**src/cddc_pkg.sv**
```systemverilog
// ----------------------------------------------------------------------------
// cddc_pkg
// Shared types, calendar constants and small lookup functions for the civil
// date / day count converter.
// ----------------------------------------------------------------------------
package cddc_pkg;

  typedef enum logic [1:0] {
    KIND_DATE  = 2'd0,
    KIND_DAYS  = 2'd1,
    KIND_EPOCH = 2'd2
  } kind_t;

  localparam logic [21:0] DAY_MAX = 22'h3FFFFF;

  localparam int unsigned EPOCH_DAYS     = 719468;
  localparam int unsigned ERA_DAYS       = 146097;
  localparam int unsigned CENT_DAYS      = 36524;
  localparam int unsigned QUAD_DAYS      = 1460;
  localparam int unsigned DAYS_PER_YEAR  = 365;
  localparam int unsigned YEARS_PER_ERA  = 400;
  localparam int unsigned YEARS_PER_CENT = 100;

  localparam logic [31:0] EPOCH_FLOOR = 32'd1600000000;
  localparam int unsigned SECS_PER_DAY = 86400;
  localparam int unsigned DAY_POW2     = 7;
  localparam int unsigned DAY_ODD      = SECS_PER_DAY >> DAY_POW2;

  localparam int unsigned OFS_STEP_SECS      = 900;
  localparam int unsigned CFG_RESET_QUARTERS = 48;
  localparam int unsigned OFS_BIAS_SECS      = CFG_RESET_QUARTERS * OFS_STEP_SECS;
  localparam int          OFS_RESET_SECS     =
    int'(CFG_RESET_QUARTERS * OFS_STEP_SECS) - int'(OFS_BIAS_SECS);

  // Reciprocals: floor(x / D) == (x * RCP) >> RSH over the whole input range
  localparam int unsigned RSH_C100 = 21;
  localparam logic [14:0] RCP_C100 = 15'(((64'd1 << RSH_C100) + 64'(YEARS_PER_CENT)
                                         - 64'd1) / 64'(YEARS_PER_CENT));
  localparam int unsigned RSH_DAY  = 36;
  localparam logic [26:0] RCP_DAY  = 27'(((64'd1 << RSH_DAY) + 64'(DAY_ODD) - 64'd1)
                                         / 64'(DAY_ODD));
  localparam int unsigned RSH_ERA  = 41;
  localparam logic [23:0] RCP_ERA  = 24'(((64'd1 << RSH_ERA) + 64'(ERA_DAYS) - 64'd1)
                                         / 64'(ERA_DAYS));
  localparam int unsigned RSH_QUAD = 29;
  localparam logic [18:0] RCP_QUAD = 19'(((64'd1 << RSH_QUAD) + 64'(QUAD_DAYS) - 64'd1)
                                         / 64'(QUAD_DAYS));
  localparam int unsigned RSH_YEAR = 27;
  localparam logic [18:0] RCP_YEAR = 19'(((64'd1 << RSH_YEAR) + 64'(DAYS_PER_YEAR) - 64'd1)
                                         / 64'(DAYS_PER_YEAR));

  localparam int unsigned MONTHS = 12;

  typedef struct packed {
    logic        valid_res;
    logic [21:0] day_count_out;
    logic [13:0] year_out;
    logic [3:0]  month_out;
    logic [4:0]  day_out;
    logic [4:0]  month_length;
  } out_t;

  // First day of year of each month, counted from March
  function automatic logic [8:0] month_start(input logic [3:0] mp);
    logic [8:0] ds;
    case (mp)
      4'd0:    ds = 9'd0;
      4'd1:    ds = 9'd31;
      4'd2:    ds = 9'd61;
      4'd3:    ds = 9'd92;
      4'd4:    ds = 9'd122;
      4'd5:    ds = 9'd153;
      4'd6:    ds = 9'd184;
      4'd7:    ds = 9'd214;
      4'd8:    ds = 9'd245;
      4'd9:    ds = 9'd275;
      4'd10:   ds = 9'd306;
      4'd11:   ds = 9'd337;
      4'd12:   ds = 9'd367;
      default: ds = 9'd0;
    endcase
    return ds;
  endfunction

  function automatic logic [4:0] month_len(input logic [3:0] mo, input logic leap);
    logic [4:0] len;
    case (mo) inside
      4'd2:                    len = leap ? 5'd29 : 5'd28;
      4'd4, 4'd6, 4'd9, 4'd11: len = 5'd30;
      default:                 len = 5'd31;
    endcase
    return len;
  endfunction

endpackage

```
**src/cddc_if.sv**
```systemverilog
// ----------------------------------------------------------------------------
// cddc channel interfaces
// Request and result channels of the converter, valid/ready handshake.
// ----------------------------------------------------------------------------
interface cddc_in_if;
  logic        valid;
  logic        ready;
  logic [1:0]  kind;
  logic [13:0] year;
  logic [3:0]  month;
  logic [4:0]  day;
  logic [21:0] day_count_in;
  logic [31:0] epoch_seconds;

  modport source (output valid, kind, year, month, day, day_count_in, epoch_seconds,
                  input ready);
  modport sink   (input valid, kind, year, month, day, day_count_in, epoch_seconds,
                  output ready);
endinterface

interface cddc_out_if;
  logic        valid;
  logic        ready;
  logic        valid_res;
  logic [21:0] day_count_out;
  logic [13:0] year_out;
  logic [3:0]  month_out;
  logic [4:0]  day_out;
  logic [4:0]  month_length;

  modport source (output valid, valid_res, day_count_out, year_out, month_out, day_out,
                  month_length, input ready);
  modport sink   (input valid, valid_res, day_count_out, year_out, month_out, day_out,
                  month_length, output ready);
endinterface

```
**src/civil_date_day_converter.sv**
```systemverilog
// ----------------------------------------------------------------------------
// civil_date_day_converter
// Converts civil dates, day counts and Unix seconds (with a quarter-hour UTC
// offset) into a day count since 1970-01-01, its date and its month length.
//
//   channel  | dir | handshake            | payload
//   ---------+-----+----------------------+------------------------------------
//   in_ch    | in  | valid/ready          | kind, year, month, day,
//            |     |                      | day_count_in, epoch_seconds
//   out_ch   | out | valid/ready          | valid_res, day_count_out, year_out,
//            |     |                      | month_out, day_out, month_length
//   cfg_*    | in  | cfg_we, no wait      | cfg_data = utc_offset_quarters + 48
//
// One request per cycle while out_ch is not stalled; each result passes
// through the 3-stage day-count front and the 9-stage date back end.
// Reset clears every stage valid bit and sets the offset to UTC+0.
// Each stage moves whenever it is empty or its successor moves, so a stalled
// result holds in the output register while bubbles upstream keep filling.
// ----------------------------------------------------------------------------
module civil_date_day_converter (
  input  logic       clk,
  input  logic       rst_n,
  input  logic       cfg_we,
  input  logic [6:0] cfg_data,
  cddc_in_if.sink    in_ch,
  cddc_out_if.source out_ch
);

  logic        mid_valid;
  logic        mid_ready;
  logic [21:0] mid_day_count;

  cddc_days u_days (
    .clk          (clk),
    .rst_n        (rst_n),
    .cfg_we       (cfg_we),
    .cfg_data     (cfg_data),
    .in_ch        (in_ch),
    .dn_valid     (mid_valid),
    .dn_ready     (mid_ready),
    .dn_day_count (mid_day_count)
  );

  cddc_civil u_civil (
    .clk          (clk),
    .rst_n        (rst_n),
    .up_valid     (mid_valid),
    .up_ready     (mid_ready),
    .up_day_count (mid_day_count),
    .out_ch       (out_ch)
  );

endmodule

```
**src/cddc_days.sv**
```systemverilog
// ----------------------------------------------------------------------------
// cddc_days
// Front pipeline: turns each request into a day count (three stages) and
// holds the UTC offset register.
// ----------------------------------------------------------------------------
module cddc_days (
  input  logic        clk,
  input  logic        rst_n,
  input  logic        cfg_we,
  input  logic [6:0]  cfg_data,
  cddc_in_if.sink     in_ch,
  output logic        dn_valid,
  input  logic        dn_ready,
  output logic [21:0] dn_day_count
);

  localparam int NS = 3;

  typedef struct packed {
    cddc_pkg::kind_t    kind;
    logic               yneg;
    logic [13:0]        yadj;
    logic signed [10:0] doy;
    logic               plaus;
    logic [25:0]        xq;
    logic [21:0]        dci;
  } s1_t;

  typedef struct packed {
    cddc_pkg::kind_t    kind;
    logic               yneg;
    logic [22:0]        y365;
    logic [11:0]        yq4;
    logic [7:0]         q100;
    logic [5:0]         q400;
    logic signed [10:0] doy;
    logic               plaus;
    logic [16:0]        quot;
    logic [21:0]        dci;
  } s2_t;

  logic signed [17:0] ofs_r, ofs_nxt;
  logic [NS:1]        v_r, v_nxt, vin;
  logic [NS+1:1]      adv;
  s1_t                s1_r, s1_nxt;
  s2_t                s2_r, s2_nxt;
  logic [21:0]        n_r, n_nxt;

  // Offset in seconds, precomputed at the register write
  assign ofs_nxt = 18'(cfg_data) * 18'(cddc_pkg::OFS_STEP_SECS)
                   - 18'(cddc_pkg::OFS_BIAS_SECS);

  // Stage 1: month shift, day of year, local seconds
  always_comb begin : s1_calc
    logic       mlow;
    logic [3:0] mp;
    logic [8:0] moff;
    logic [32:0] loc;
    mlow         = (in_ch.month <= 4'd2);
    mp           = mlow ? in_ch.month + 4'd9 : in_ch.month - 4'd3;
    moff         = cddc_pkg::month_start(mp);
    loc          = {1'b0, in_ch.epoch_seconds} + 33'(ofs_r);
    s1_nxt.kind  = cddc_pkg::kind_t'(in_ch.kind);
    s1_nxt.yneg  = mlow && (in_ch.year == 14'd0);
    s1_nxt.yadj  = mlow ? in_ch.year - 14'd1 : in_ch.year;
    s1_nxt.doy   = 11'(moff) + 11'(in_ch.day) - 11'd1;
    s1_nxt.plaus = (in_ch.epoch_seconds >= cddc_pkg::EPOCH_FLOOR);
    // drop the power-of-two part of the day length here
    s1_nxt.xq    = loc[32:cddc_pkg::DAY_POW2];
    s1_nxt.dci   = in_ch.day_count_in;
  end

  // Stage 2: constant multiplications
  always_comb begin : s2_calc
    logic [28:0] p100;
    logic [26:0] p400;
    logic [52:0] pday;
    p100         = 29'(s1_r.yadj) * 29'(cddc_pkg::RCP_C100);
    p400         = 27'(s1_r.yadj[13:2]) * 27'(cddc_pkg::RCP_C100);
    pday         = 53'(s1_r.xq) * 53'(cddc_pkg::RCP_DAY);
    s2_nxt.kind  = s1_r.kind;
    s2_nxt.yneg  = s1_r.yneg;
    s2_nxt.y365  = 23'(s1_r.yadj) * 23'(cddc_pkg::DAYS_PER_YEAR);
    s2_nxt.yq4   = s1_r.yadj[13:2];
    s2_nxt.q100  = 8'(p100 >> cddc_pkg::RSH_C100);
    s2_nxt.q400  = 6'(p400 >> cddc_pkg::RSH_C100);
    s2_nxt.doy   = s1_r.doy;
    s2_nxt.plaus = s1_r.plaus;
    s2_nxt.quot  = 17'(pday >> cddc_pkg::RSH_DAY);
    s2_nxt.dci   = s1_r.dci;
  end

  // Stage 3: sum, clamp and select by kind
  always_comb begin : s3_calc
    logic signed [24:0] days;
    days = 25'(s2_r.y365) + 25'(s2_r.yq4) - 25'(s2_r.q100) + 25'(s2_r.q400)
           + {{14{s2_r.doy[10]}}, s2_r.doy} - 25'(cddc_pkg::EPOCH_DAYS);
    unique case (s2_r.kind)
      cddc_pkg::KIND_DATE: begin
        if (s2_r.yneg || days[24] || (days == 25'sd0)) begin
          n_nxt = '0;
        end else if (days[23:22] != 2'd0) begin
          n_nxt = cddc_pkg::DAY_MAX;
        end else begin
          n_nxt = days[21:0];
        end
      end
      cddc_pkg::KIND_DAYS:  n_nxt = s2_r.dci;
      cddc_pkg::KIND_EPOCH: n_nxt = s2_r.plaus ? 22'(s2_r.quot) : '0;
      default:              n_nxt = '0;
    endcase
  end

  // Per-stage advance: a stage moves when empty or when the next one moves
  always_comb begin
    adv[NS+1] = dn_ready;
    for (int s = NS; s >= 1; s--) begin
      adv[s] = !v_r[s] || adv[s+1];
    end
    vin   = {v_r[NS-1:1], in_ch.valid};
    v_nxt = (adv[NS:1] & vin) | (~adv[NS:1] & v_r);
  end

  always_ff @(posedge clk) begin
    if (!rst_n) begin
      v_r   <= '0;
      ofs_r <= 18'(cddc_pkg::OFS_RESET_SECS);
    end else begin
      v_r <= v_nxt;
      if (cfg_we) begin
        ofs_r <= ofs_nxt;
      end
    end
  end

  always_ff @(posedge clk) begin
    if (adv[1]) begin
      s1_r <= s1_nxt;
    end
    if (adv[2]) begin
      s2_r <= s2_nxt;
    end
    if (adv[3]) begin
      n_r <= n_nxt;
    end
  end

  assign in_ch.ready  = adv[1];
  assign dn_valid     = v_r[NS];
  assign dn_day_count = n_r;

endmodule

```
**src/cddc_civil.sv**
```systemverilog
// ----------------------------------------------------------------------------
// cddc_civil
// Back pipeline: turns a day count into year, month, day and month length
// over nine stages, the last of which is the result register.
// ----------------------------------------------------------------------------
module cddc_civil (
  input  logic        clk,
  input  logic        rst_n,
  input  logic        up_valid,
  output logic        up_ready,
  input  logic [21:0] up_day_count,
  cddc_out_if.source  out_ch
);

  localparam int NS = 9;

  typedef struct packed {
    logic [21:0] n;
    logic [22:0] z;
  } c1_t;

  typedef struct packed {
    logic [21:0] n;
    logic [22:0] z;
    logic [5:0]  era;
  } c2_t;

  typedef struct packed {
    logic [21:0] n;
    logic [5:0]  era;
    logic [17:0] doe;
  } c3_t;

  typedef struct packed {
    logic [21:0] n;
    logic [5:0]  era;
    logic [17:0] doe;
    logic [6:0]  a;
    logic [2:0]  b;
    logic        c;
  } c4_t;

  typedef struct packed {
    logic [21:0] n;
    logic [5:0]  era;
    logic [17:0] doe;
    logic [17:0] t;
  } c5_t;

  typedef struct packed {
    logic [21:0] n;
    logic [5:0]  era;
    logic [17:0] doe;
    logic [8:0]  yoe;
  } c6_t;

  typedef struct packed {
    logic [21:0] n;
    logic [5:0]  era;
    logic [8:0]  yoe;
    logic [8:0]  doy;
  } c7_t;

  typedef struct packed {
    logic [21:0] n;
    logic [5:0]  era;
    logic [8:0]  ya;
    logic [3:0]  mo;
    logic [4:0]  d;
  } c8_t;

  logic [NS:1]     v_r, v_nxt, vin;
  logic [NS+1:1]   adv;
  c1_t             c1_r, c1_nxt;
  c2_t             c2_r, c2_nxt;
  c3_t             c3_r, c3_nxt;
  c4_t             c4_r, c4_nxt;
  c5_t             c5_r, c5_nxt;
  c6_t             c6_r, c6_nxt;
  c7_t             c7_r, c7_nxt;
  c8_t             c8_r, c8_nxt;
  cddc_pkg::out_t  out_r, out_nxt;

  // Shift to a March-based count from year zero
  always_comb begin
    c1_nxt.n = up_day_count;
    c1_nxt.z = 23'(up_day_count) + 23'(cddc_pkg::EPOCH_DAYS);
  end

  always_comb begin : c2_calc
    logic [46:0] pe;
    pe         = 47'(c1_r.z) * 47'(cddc_pkg::RCP_ERA);
    c2_nxt.n   = c1_r.n;
    c2_nxt.z   = c1_r.z;
    c2_nxt.era = 6'(pe >> cddc_pkg::RSH_ERA);
  end

  always_comb begin
    c3_nxt.n   = c2_r.n;
    c3_nxt.era = c2_r.era;
    c3_nxt.doe = 18'(c2_r.z - 23'(c2_r.era) * 23'(cddc_pkg::ERA_DAYS));
  end

  // Leap-day corrections of the day of era
  always_comb begin : c4_calc
    logic [36:0] pa;
    pa         = 37'(c3_r.doe) * 37'(cddc_pkg::RCP_QUAD);
    c4_nxt.n   = c3_r.n;
    c4_nxt.era = c3_r.era;
    c4_nxt.doe = c3_r.doe;
    c4_nxt.a   = 7'(pa >> cddc_pkg::RSH_QUAD);
    c4_nxt.b   = 3'(c3_r.doe >= 18'(cddc_pkg::CENT_DAYS))
               + 3'(c3_r.doe >= 18'(2 * cddc_pkg::CENT_DAYS))
               + 3'(c3_r.doe >= 18'(3 * cddc_pkg::CENT_DAYS))
               + 3'(c3_r.doe >= 18'(4 * cddc_pkg::CENT_DAYS));
    c4_nxt.c   = (c3_r.doe == 18'(cddc_pkg::ERA_DAYS - 1));
  end

  always_comb begin
    c5_nxt.n   = c4_r.n;
    c5_nxt.era = c4_r.era;
    c5_nxt.doe = c4_r.doe;
    c5_nxt.t   = c4_r.doe - 18'(c4_r.a) + 18'(c4_r.b) - 18'(c4_r.c);
  end

  always_comb begin : c6_calc
    logic [36:0] py;
    py         = 37'(c5_r.t) * 37'(cddc_pkg::RCP_YEAR);
    c6_nxt.n   = c5_r.n;
    c6_nxt.era = c5_r.era;
    c6_nxt.doe = c5_r.doe;
    c6_nxt.yoe = 9'(py >> cddc_pkg::RSH_YEAR);
  end

  always_comb begin : c7_calc
    logic [1:0]  ycent;
    logic [18:0] ystart;
    ycent      = 2'(c6_r.yoe >= 9'd100) + 2'(c6_r.yoe >= 9'd200)
               + 2'(c6_r.yoe >= 9'd300);
    ystart     = 19'(c6_r.yoe) * 19'(cddc_pkg::DAYS_PER_YEAR) + 19'(c6_r.yoe[8:2])
               - 19'(ycent);
    c7_nxt.n   = c6_r.n;
    c7_nxt.era = c6_r.era;
    c7_nxt.yoe = c6_r.yoe;
    c7_nxt.doy = 9'(19'(c6_r.doe) - ystart);
  end

  // Month from day of year, then the January/February year carry
  always_comb begin : c8_calc
    logic [3:0] mp;
    mp = 4'd0;
    for (int i = 1; i < cddc_pkg::MONTHS; i++) begin
      if (c7_r.doy >= cddc_pkg::month_start(4'(i))) begin
        mp = 4'(i);
      end
    end
    c8_nxt.n   = c7_r.n;
    c8_nxt.era = c7_r.era;
    c8_nxt.d   = 5'(c7_r.doy - cddc_pkg::month_start(mp) + 9'd1);
    c8_nxt.mo  = (mp < 4'd10) ? mp + 4'd3 : mp - 4'd9;
    c8_nxt.ya  = c7_r.yoe + 9'(c8_nxt.mo <= 4'd2);
  end

  // Result register; the leap rule only needs the year within its era
  always_comb begin : c9_calc
    logic nz;
    logic leap;
    nz   = (c8_r.n != 22'd0);
    leap = (c8_r.ya[1:0] == 2'd0) && (c8_r.ya != 9'd100) && (c8_r.ya != 9'd200)
           && (c8_r.ya != 9'd300);
    out_nxt.valid_res     = nz;
    out_nxt.day_count_out = c8_r.n;
    out_nxt.year_out      = nz ? 14'(c8_r.era) * 14'(cddc_pkg::YEARS_PER_ERA)
                                 + 14'(c8_r.ya) : '0;
    out_nxt.month_out     = nz ? c8_r.mo : '0;
    out_nxt.day_out       = nz ? c8_r.d : '0;
    out_nxt.month_length  = nz ? cddc_pkg::month_len(c8_r.mo, leap) : '0;
  end

  always_comb begin
    adv[NS+1] = out_ch.ready;
    for (int s = NS; s >= 1; s--) begin
      adv[s] = !v_r[s] || adv[s+1];
    end
    vin   = {v_r[NS-1:1], up_valid};
    v_nxt = (adv[NS:1] & vin) | (~adv[NS:1] & v_r);
  end

  always_ff @(posedge clk) begin
    if (!rst_n) begin
      v_r <= '0;
    end else begin
      v_r <= v_nxt;
    end
  end

  always_ff @(posedge clk) begin
    if (adv[1]) begin
      c1_r <= c1_nxt;
    end
    if (adv[2]) begin
      c2_r <= c2_nxt;
    end
    if (adv[3]) begin
      c3_r <= c3_nxt;
    end
    if (adv[4]) begin
      c4_r <= c4_nxt;
    end
    if (adv[5]) begin
      c5_r <= c5_nxt;
    end
    if (adv[6]) begin
      c6_r <= c6_nxt;
    end
    if (adv[7]) begin
      c7_r <= c7_nxt;
    end
    if (adv[8]) begin
      c8_r <= c8_nxt;
    end
    if (adv[9]) begin
      out_r <= out_nxt;
    end
  end

  assign up_ready             = adv[1];
  assign out_ch.valid         = v_r[NS];
  assign out_ch.valid_res     = out_r.valid_res;
  assign out_ch.day_count_out = out_r.day_count_out;
  assign out_ch.year_out      = out_r.year_out;
  assign out_ch.month_out     = out_r.month_out;
  assign out_ch.day_out       = out_r.day_out;
  assign out_ch.month_length  = out_r.month_length;

  ap_flag: assert property (@(posedge clk) disable iff (!rst_n)
    out_ch.valid |-> (out_ch.valid_res == (out_ch.day_count_out != 22'd0)))
    else $error("valid_res does not follow the day count");

  ap_zero: assert property (@(posedge clk) disable iff (!rst_n)
    out_ch.valid && !out_ch.valid_res |->
      (out_ch.year_out == 14'd0) && (out_ch.month_out == 4'd0) &&
      (out_ch.day_out == 5'd0) && (out_ch.month_length == 5'd0))
    else $error("invalid result carries date fields");

  ap_month: assert property (@(posedge clk) disable iff (!rst_n)
    out_ch.valid && out_ch.valid_res |->
      (out_ch.month_out >= 4'd1) && (out_ch.month_out <= 4'd12) &&
      (out_ch.month_length >= 5'd28))
    else $error("month or month length out of range");

  ap_day: assert property (@(posedge clk) disable iff (!rst_n)
    out_ch.valid && out_ch.valid_res |->
      (out_ch.day_out >= 5'd1) && (out_ch.day_out <= out_ch.month_length))
    else $error("day beyond the month length");

endmodule
```
**src/flat_wrapper.sv**
```systemverilog
// flat-port wrapper written by rule: the top's interface ports become plain ports
module civil_date_day_converter_flat 
  (clk, rst_n, cfg_we, cfg_data, in_ch_valid, in_ch_kind, in_ch_year, in_ch_month, in_ch_day, in_ch_day_count_in, in_ch_epoch_seconds, in_ch_ready, out_ch_valid, out_ch_valid_res, out_ch_day_count_out, out_ch_year_out, out_ch_month_out, out_ch_day_out, out_ch_month_length, out_ch_ready);
  cddc_in_if in_ch_i ();
  cddc_out_if out_ch_i ();
  input  logic clk;
  input  logic rst_n;
  input  logic cfg_we;
  input  logic [6:0] cfg_data;
  input wire logic [$bits(in_ch_i.valid)-1:0] in_ch_valid;
  input wire logic [$bits(in_ch_i.kind)-1:0] in_ch_kind;
  input wire logic [$bits(in_ch_i.year)-1:0] in_ch_year;
  input wire logic [$bits(in_ch_i.month)-1:0] in_ch_month;
  input wire logic [$bits(in_ch_i.day)-1:0] in_ch_day;
  input wire logic [$bits(in_ch_i.day_count_in)-1:0] in_ch_day_count_in;
  input wire logic [$bits(in_ch_i.epoch_seconds)-1:0] in_ch_epoch_seconds;
  output wire logic [$bits(in_ch_i.ready)-1:0] in_ch_ready;
  output wire logic [$bits(out_ch_i.valid)-1:0] out_ch_valid;
  output wire logic [$bits(out_ch_i.valid_res)-1:0] out_ch_valid_res;
  output wire logic [$bits(out_ch_i.day_count_out)-1:0] out_ch_day_count_out;
  output wire logic [$bits(out_ch_i.year_out)-1:0] out_ch_year_out;
  output wire logic [$bits(out_ch_i.month_out)-1:0] out_ch_month_out;
  output wire logic [$bits(out_ch_i.day_out)-1:0] out_ch_day_out;
  output wire logic [$bits(out_ch_i.month_length)-1:0] out_ch_month_length;
  input wire logic [$bits(out_ch_i.ready)-1:0] out_ch_ready;
  assign in_ch_i.valid = in_ch_valid;
  assign in_ch_i.kind = in_ch_kind;
  assign in_ch_i.year = in_ch_year;
  assign in_ch_i.month = in_ch_month;
  assign in_ch_i.day = in_ch_day;
  assign in_ch_i.day_count_in = in_ch_day_count_in;
  assign in_ch_i.epoch_seconds = in_ch_epoch_seconds;
  assign in_ch_ready = in_ch_i.ready;
  assign out_ch_valid = out_ch_i.valid;
  assign out_ch_valid_res = out_ch_i.valid_res;
  assign out_ch_day_count_out = out_ch_i.day_count_out;
  assign out_ch_year_out = out_ch_i.year_out;
  assign out_ch_month_out = out_ch_i.month_out;
  assign out_ch_day_out = out_ch_i.day_out;
  assign out_ch_month_length = out_ch_i.month_length;
  assign out_ch_i.ready = out_ch_ready;
  civil_date_day_converter u_core (.clk(clk), .rst_n(rst_n), .cfg_we(cfg_we), .cfg_data(cfg_data), .in_ch(in_ch_i), .out_ch(out_ch_i));
endmodule
```
**config.mk**
```make
export PLATFORM = sky130hd
export DESIGN_NAME = civil_date_day_converter_flat
export DESIGN_NICKNAME = d
export VERILOG_FILES = /design/src/cddc_pkg.sv /design/src/cddc_if.sv /design/src/civil_date_day_converter.sv /design/src/cddc_days.sv /design/src/cddc_civil.sv /design/src/flat_wrapper.sv
export SDC_FILE = /design/constraint.sdc
export NUM_CORES = 2
export LEC_CHECK = 0
export BUFFER_PORTS_ARGS = -buffer_cell sky130_fd_sc_hd__clkbuf_2
export CORE_MARGIN = 5
export CORE_UTILIZATION = 30
export CTS_BUF_LIST = sky130_fd_sc_hd__clkbuf_4 sky130_fd_sc_hd__clkbuf_8
export CTS_CLUSTER_SIZE = 28
export DETAILED_ROUTE_END_ITERATION = 6
export PLACE_DENSITY = 0.52
export SLEW_MARGIN = 20
export SYNTH_ARGS = -nofsm -noshare
export SYNTH_HDL_FRONTEND = slang
export SYNTH_SLANG_ARGS = --single-unit
```
**constraint.sdc**
```tcl
create_clock -name clk -period 6.6 [get_ports clk]
set_input_delay 0.99 -clock clk [delete_from_list [all_inputs] [get_ports clk]]
set_output_delay 0.99 -clock clk [all_outputs]
set_load 0.05 [all_outputs]
```
Yosys cells after proc, flatten, opt, wreduce, memory -nomap -nowiden. Memories as Yosys holds them, arrays and structs flattened. Index checks and enable logic that the tools add are counted. W data, S select, Z words.

Register bits: 670. Input port bits: 91. Output and inout bits: 53. Memories kept: 2. Logic and storage cells: 201. Memory bits (read-only): 288.

Memories: (name not given) (words 16, width 9, read ports 1, clocked after memory_dff 0, write ports 0, RTL line cddc_pkg.sv:66) `case (mp)`; (name not given) (words 16, width 9, read ports 1, clocked after memory_dff 0, write ports 0, RTL line cddc_pkg.sv:66).

Reduce and logical (&&, ||, !) cells: 37. Bitwise gates (word level): 8. Mux-type cells: 21. $add $sub $neg: 31. Eq/ne operators: 11. Magnitude comparators: 22. $mul: 11.

Operator list (count): $mul A18 B16 Y33 const B (2); $pmux W22 S3 (1); $mul A26 B27 Y53 const B (1); $mux W4 (12); $mul A23 B24 Y47 const B (1); $ge A9 B8 Y1 const B (5); $mux W22 (2); $ge A18 B17 Y1 const B (2); $ge A9 B9 Y1 const B (4); $add A32 B33 Y33 (1); $ge A32 B31 Y1 const B (1); $ge A9 B7 Y1 const B (3); $mul A14 B13 Y27 const B (1); $add A25 B25 Y25 (1); $add A25 B6 Y25 (1); $logic_not A25 Y1 (1); $mul A12 B13 Y25 const B (1); $sub A24 B8 Y25 (1); $sub A25 B20 Y25 const B (1); $add A23 B12 Y24 (1); $add A22 B20 Y23 const B (1); $mul A14 B9 Y23 const B (1); $reduce_bool A22 Y1 (1); $add A18 B3 Y18 (1); 58 further kinds (94).

Logic depth before layout (Yosys ltp).
Word-level depth: 16. Mapped depth: 25. Mapped depth without buffers: 25.

Cells and area by module. From an unflattened synthesis, not the netlist that was laid out.

Cells, all modules: 5907. Area, all modules: 68822.3 um2.

Modules (own cells, without submodules): cddc_civil (cells each 3132, sequential area each 13152.6 um2, instances 1, area each 39230.1 um2); cddc_days (cells each 2775, sequential area each 6446.2 um2, instances 1, area each 29592.1 um2).

Worst setup path after synthesis. No wires, ideal clock.

Path kind: flip-flop to flip-flop. From: reg u_core.u_days.s1_r[36] (netlist name). To: reg u_core.u_days.s2_r[38] (netlist name) (data pin). Setup slack: 0.096 ns. Required time: 6.339 ns. Arrival: 6.243 ns. Library setup time: 0.261 ns. Path buffers: 0. Cell stages (with the launch flop): 22. Period minus slack after synthesis: 6.504 ns. Cells stage by stage: edfxtp_1 -> fa_1 -> inv_1 -> fa_1 -> inv_1 -> ha_1 -> fa_1 -> fa_1 -> fa_1 -> inv_1 -> fa_1 -> inv_1 -> ha_1 -> nand4_1 -> a2111oi_0 -> nand3_1 -> a21oi_1 -> o311ai_2 -> a21oi_2 -> a21oi_1 -> o211a_1 -> a311o_1.

Longest elaborated chain between the ends: 1.

RTL lines: start, declared (RTL line cddc_days.sv:45) `s1_t s1_r, s1_nxt;`; start signal, assigned (RTL line cddc_days.sv:138) `s1_r <= s1_nxt;`; $mul A26 B27 Y53 (RTL line cddc_days.sv:80) `pday = 53'(s1_r.xq) * 53'(cddc_pkg::RCP_DAY);`; named net u_core.u_days.s2_calc.pday[52] (RTL line cddc_days.sv:77) `logic [52:0] pday;`; end signal, assigned (RTL line cddc_days.sv:141) `s2_r <= s2_nxt;`; end, declared (RTL line cddc_days.sv:46) `s2_t s2_r, s2_nxt;`.

The timed path passes the listed nets, and every way through them passes these cells. A chain may end at the register's enable or synchronous reset.

Final worst setup path.
From: reg u_core.u_days.s1_r[41] (netlist name). To: reg u_core.u_days.s2_r[34] (netlist name) (data pin).

The elaborated chain is that of the path after synthesis.

==> results.md <==
* IO Port Bufs at ~140
* Final WL at 152800 µm
* Register area at roughly 20000 µm²
* RSZ-0062 raised after global routing: yes
* WP data arrival at 7.08 ns
* Top_reg_cell synth: edfxtp_1
* Synthesis-stage register bit count at 662
* Iter 0 DRT Violations at 1399
* Via density at between 4 and 5
* Final hold vios at 0
* FILL cells at 22.82k
* Fmax at 0.1536 GHz
* Clk_skew at 0.05570 ns
* Routed len/inst at 16.08 µm
* Post-route DRC at 0
* Outcome: completed
* Clock sinks at around 660
* Critical path type: flip-flop to flip-flop
* Maximum fanout along the worst path at 6
* Synthesis Warnings at 0
* Final setup margin at 0.08760 ns
* Die area at 238800 µm²
* Htree depth at 3
* Number of synthesized flops with an enable pin at ~630
* Slew Viols, Final at 0
* Mapped Cells at 5879
* Total GRT Usage at 13.11%
* First-pass GRT wire length at 246600 µm
* Initial antenna violation count at 7
* Synth-to-layout area growth at 13.87%
* Total global routing overflow at 0
* Share of layout cells above drive strength 1 at between 10% and 20%
* # setup viols final at 0
* Post-Syn Area at 68740 µm²
* Largest net degree at the start of global routing at 60
* Final worst path period share at roughly 100%
* Maxcap violations at 0
* Vias in the first global route at roughly 45k
* First drt pass iteration count at 5
* # IOs at 144
* Max Root-Sink Buffers at 3
* Startpoint Class: flip-flop
* Cts bufs inserted at 116
* Area share of the largest cell type after synthesis at 27.69%
* Total number of vias at 41.32k
* Crit end category: flip-flop
* Clk_lat worst skew at slightly below 0.9 ns
* Syn avg cell area at 11.69 µm²
* Hold Path Class: input port to flip-flop
* Worst slew pin tran at 1.062 ns
* FP Rows at around 180
* Die Y at 488.7 µm
* Core area at between 200000 and 250000 µm²
* Layout Nets at 8692
* Fin crit period at 6.512 ns
* Die X at 488.7 µm
* Top cells by area, synth: edfxtp_1, ha_1, fa_1
* Routability congestion estimate at 0.8741
* CTS tree: built
* Initial Utilization at 30.19%
* Seq/Total Area, Yosys at 28.51%
* Area leader, netlist: edfxtp_1
* Syn Nets at 8183
* Dpl ws at -0.6402 ns
* Cell variety after synth at 77
* Ys async rst share at 0%
* Multi-input gate area at 43810 µm²
* Relative slew slack at 28.91%
* Clock Pin Slew Worst Setup and Hold Paths at 0.06 ns
* Critical Path RT at 7.17 ns
* Antenna violation net count after detailed routing at 0
* CTS Root Cell: clkbuf_8
* Dpl hpwl at 130100 µm
==> cell type report <==
type / count / share of cell area (%)
multi-input cells: 3663 / 55.97
repair buffers: 416 / 3.606
diodes: 5 / 0.01598
well taps: 3009 / 4.809
inverters: 1529 / 7.338
clock inverters: 69 / 0.8727
clock buffers: 148 / 2.354
flip-flops and latches: 662 / 25.04
==> cells in the mapped netlist, drive strengths merged, types with 54 or more instances <==
library cell and number:
a21o 78, xnor2 163, a21oi 167, fa 844, ha 1369, edfxtp 634
o21ai 138, nor2b 54, inv 1529, nor2 158, xor2 77, nand2 115
==> placed cells by master, fill, tap and decap left out, drive strengths merged, types with 23 or more instances in the layout <==
cell type,synthesis,layout
nor2,158,158
dfxtp,28,28
and3,23,23
buf,7,275
nor2b,54,54
nand3,46,46
a21oi,167,167
nor3,40,40
ha,1369,1369
edfxtp,634,634
xor2,77,77
a21o,78,78
inv,1529,1532
o21bai,27,27
a211oi,29,29
fa,844,844
nand2,115,115
clkbuf,18,289
o21a,26,26
xnor2,163,163
clkinv,0,53
nand4,28,28
o21ai,138,138
==> metal layers <==
layer / GRT usage (%) / share of wire, % / vias up / wire, µm
met4: 2.921 / 2.2 / 0 / 3398
met5: 0 / 0 / - / 0
li1: - / - / 20320 / -
met2: 22.36 / 48 / 494 / 73140
met1: 17.63 / 47 / 20340 / 71250
met3: 1.950 / 3.3 / 176 / 5013
==> logic make-up after synthesis <==
kind of cell / count (synthesis) / synth area share [%]
fa+ha+maj: 2213 / 49.50
flops: 662 / 28.51
buf+inv: 1554 / 8.522
compound gates: 620 / 6.005
xor+xnor: 240 / 3.058
simple gates: 571 / 4.133
mux: 19 / 0.2767
==> path summary, 6_finish.rpt <==
check | slack (ns) | depth (start not counted) | end | start
setup / recovery | 0.09 | 21 | u_core.u_days.s2_r[34] | u_core.u_days.s1_r[41]
hold / removal | 0.32 | 1 | u_core.u_days.s1_r[17] | in_ch_day_count_in[17]
setup reg to reg | 0.09 | 21 | u_core.u_days.s2_r[34] | u_core.u_days.s1_r[41]
hold reg to reg | 0.38 | 0 | u_core.u_civil.c1_r[24] | u_core.u_days.dn_day_count[1]
==> stage by stage <==
| step | utilization, % | hold slack (ns) | cells | TNS, ns | cell area (µm²) |
|---|---|---|---|---|---|
| detailed placement | 32.87 | 0.4045 | 9234 | -8.214 | 74860 |
| global route | 34.37 | 0.2021 | 9500 | -0.7805 | 78280 |
| floorplan | - | 0.4003 | 5879 | 0 | 68740 |
| global placement | 32.87 | 0.4010 | 9234 | -8.008 | 74850 |
| finish | 34.38 | 0.3172 | 9501 | 0 | 78280 |
| CTS | 34.06 | 0.1785 | 9457 | -0.07028 | 77560 |
==> sequential cells by signal, summed over array words and instances (netlist names), 4 cells and up, named ones only <==
register                             count
u_core.u_civil.c5_r                     55
u_core.u_days.ofs_r                     16
u_core.u_civil.c4_r                     57
u_core.u_civil.out_ch.day_out            5
u_core.u_civil.out_ch.month_out          4
u_core.u_civil.c1_r                     43
u_core.u_civil.out_ch.year_out          14
u_core.u_civil.c6_r                     46
u_core.u_civil.c7_r                     46
u_core.u_civil.c3_r                     46
u_core.u_civil.c2_r                     44
u_core.u_days.dn_day_count              22
u_core.u_civil.out_ch.day_count_out     22
u_core.u_days.s1_r                      77
u_core.u_days.s2_r                     103
u_core.u_civil.c8_r                     46
==> critical path, stage by stage, from the launching register on <==
cell,delay (ns)
edfxtp_1,0.42
buf_6,0.14
fa_1,0.44
ha_1,0.30
fa_1,0.47
fa_1,0.54
fa_1,0.44
fa_1,0.54
inv_1,0.05
fa_1,0.56
inv_2,0.07
ha_4,0.26
a2111oi_4,0.29
o221ai_1,0.18
a22oi_1,0.21
inv_1,0.12
o311ai_4,0.35
a21oi_2,0.13
buf_6,0.15
a311o_1,0.34
buf_4,0.15
xor2_1,0.13
==> repair_timing <==
action                                  4_1_cts  5_1_grt
endpoints found under the setup margin       23       24
cloned                                        0        0
buffers inserted                              6       39
pin swaps                                    13       81
resized for setup                            25       89
hold buffers                                  0        0
Power is not shown: default switching activity piles up to over one toggle a cycle in this logic, so the estimate is an artifact.
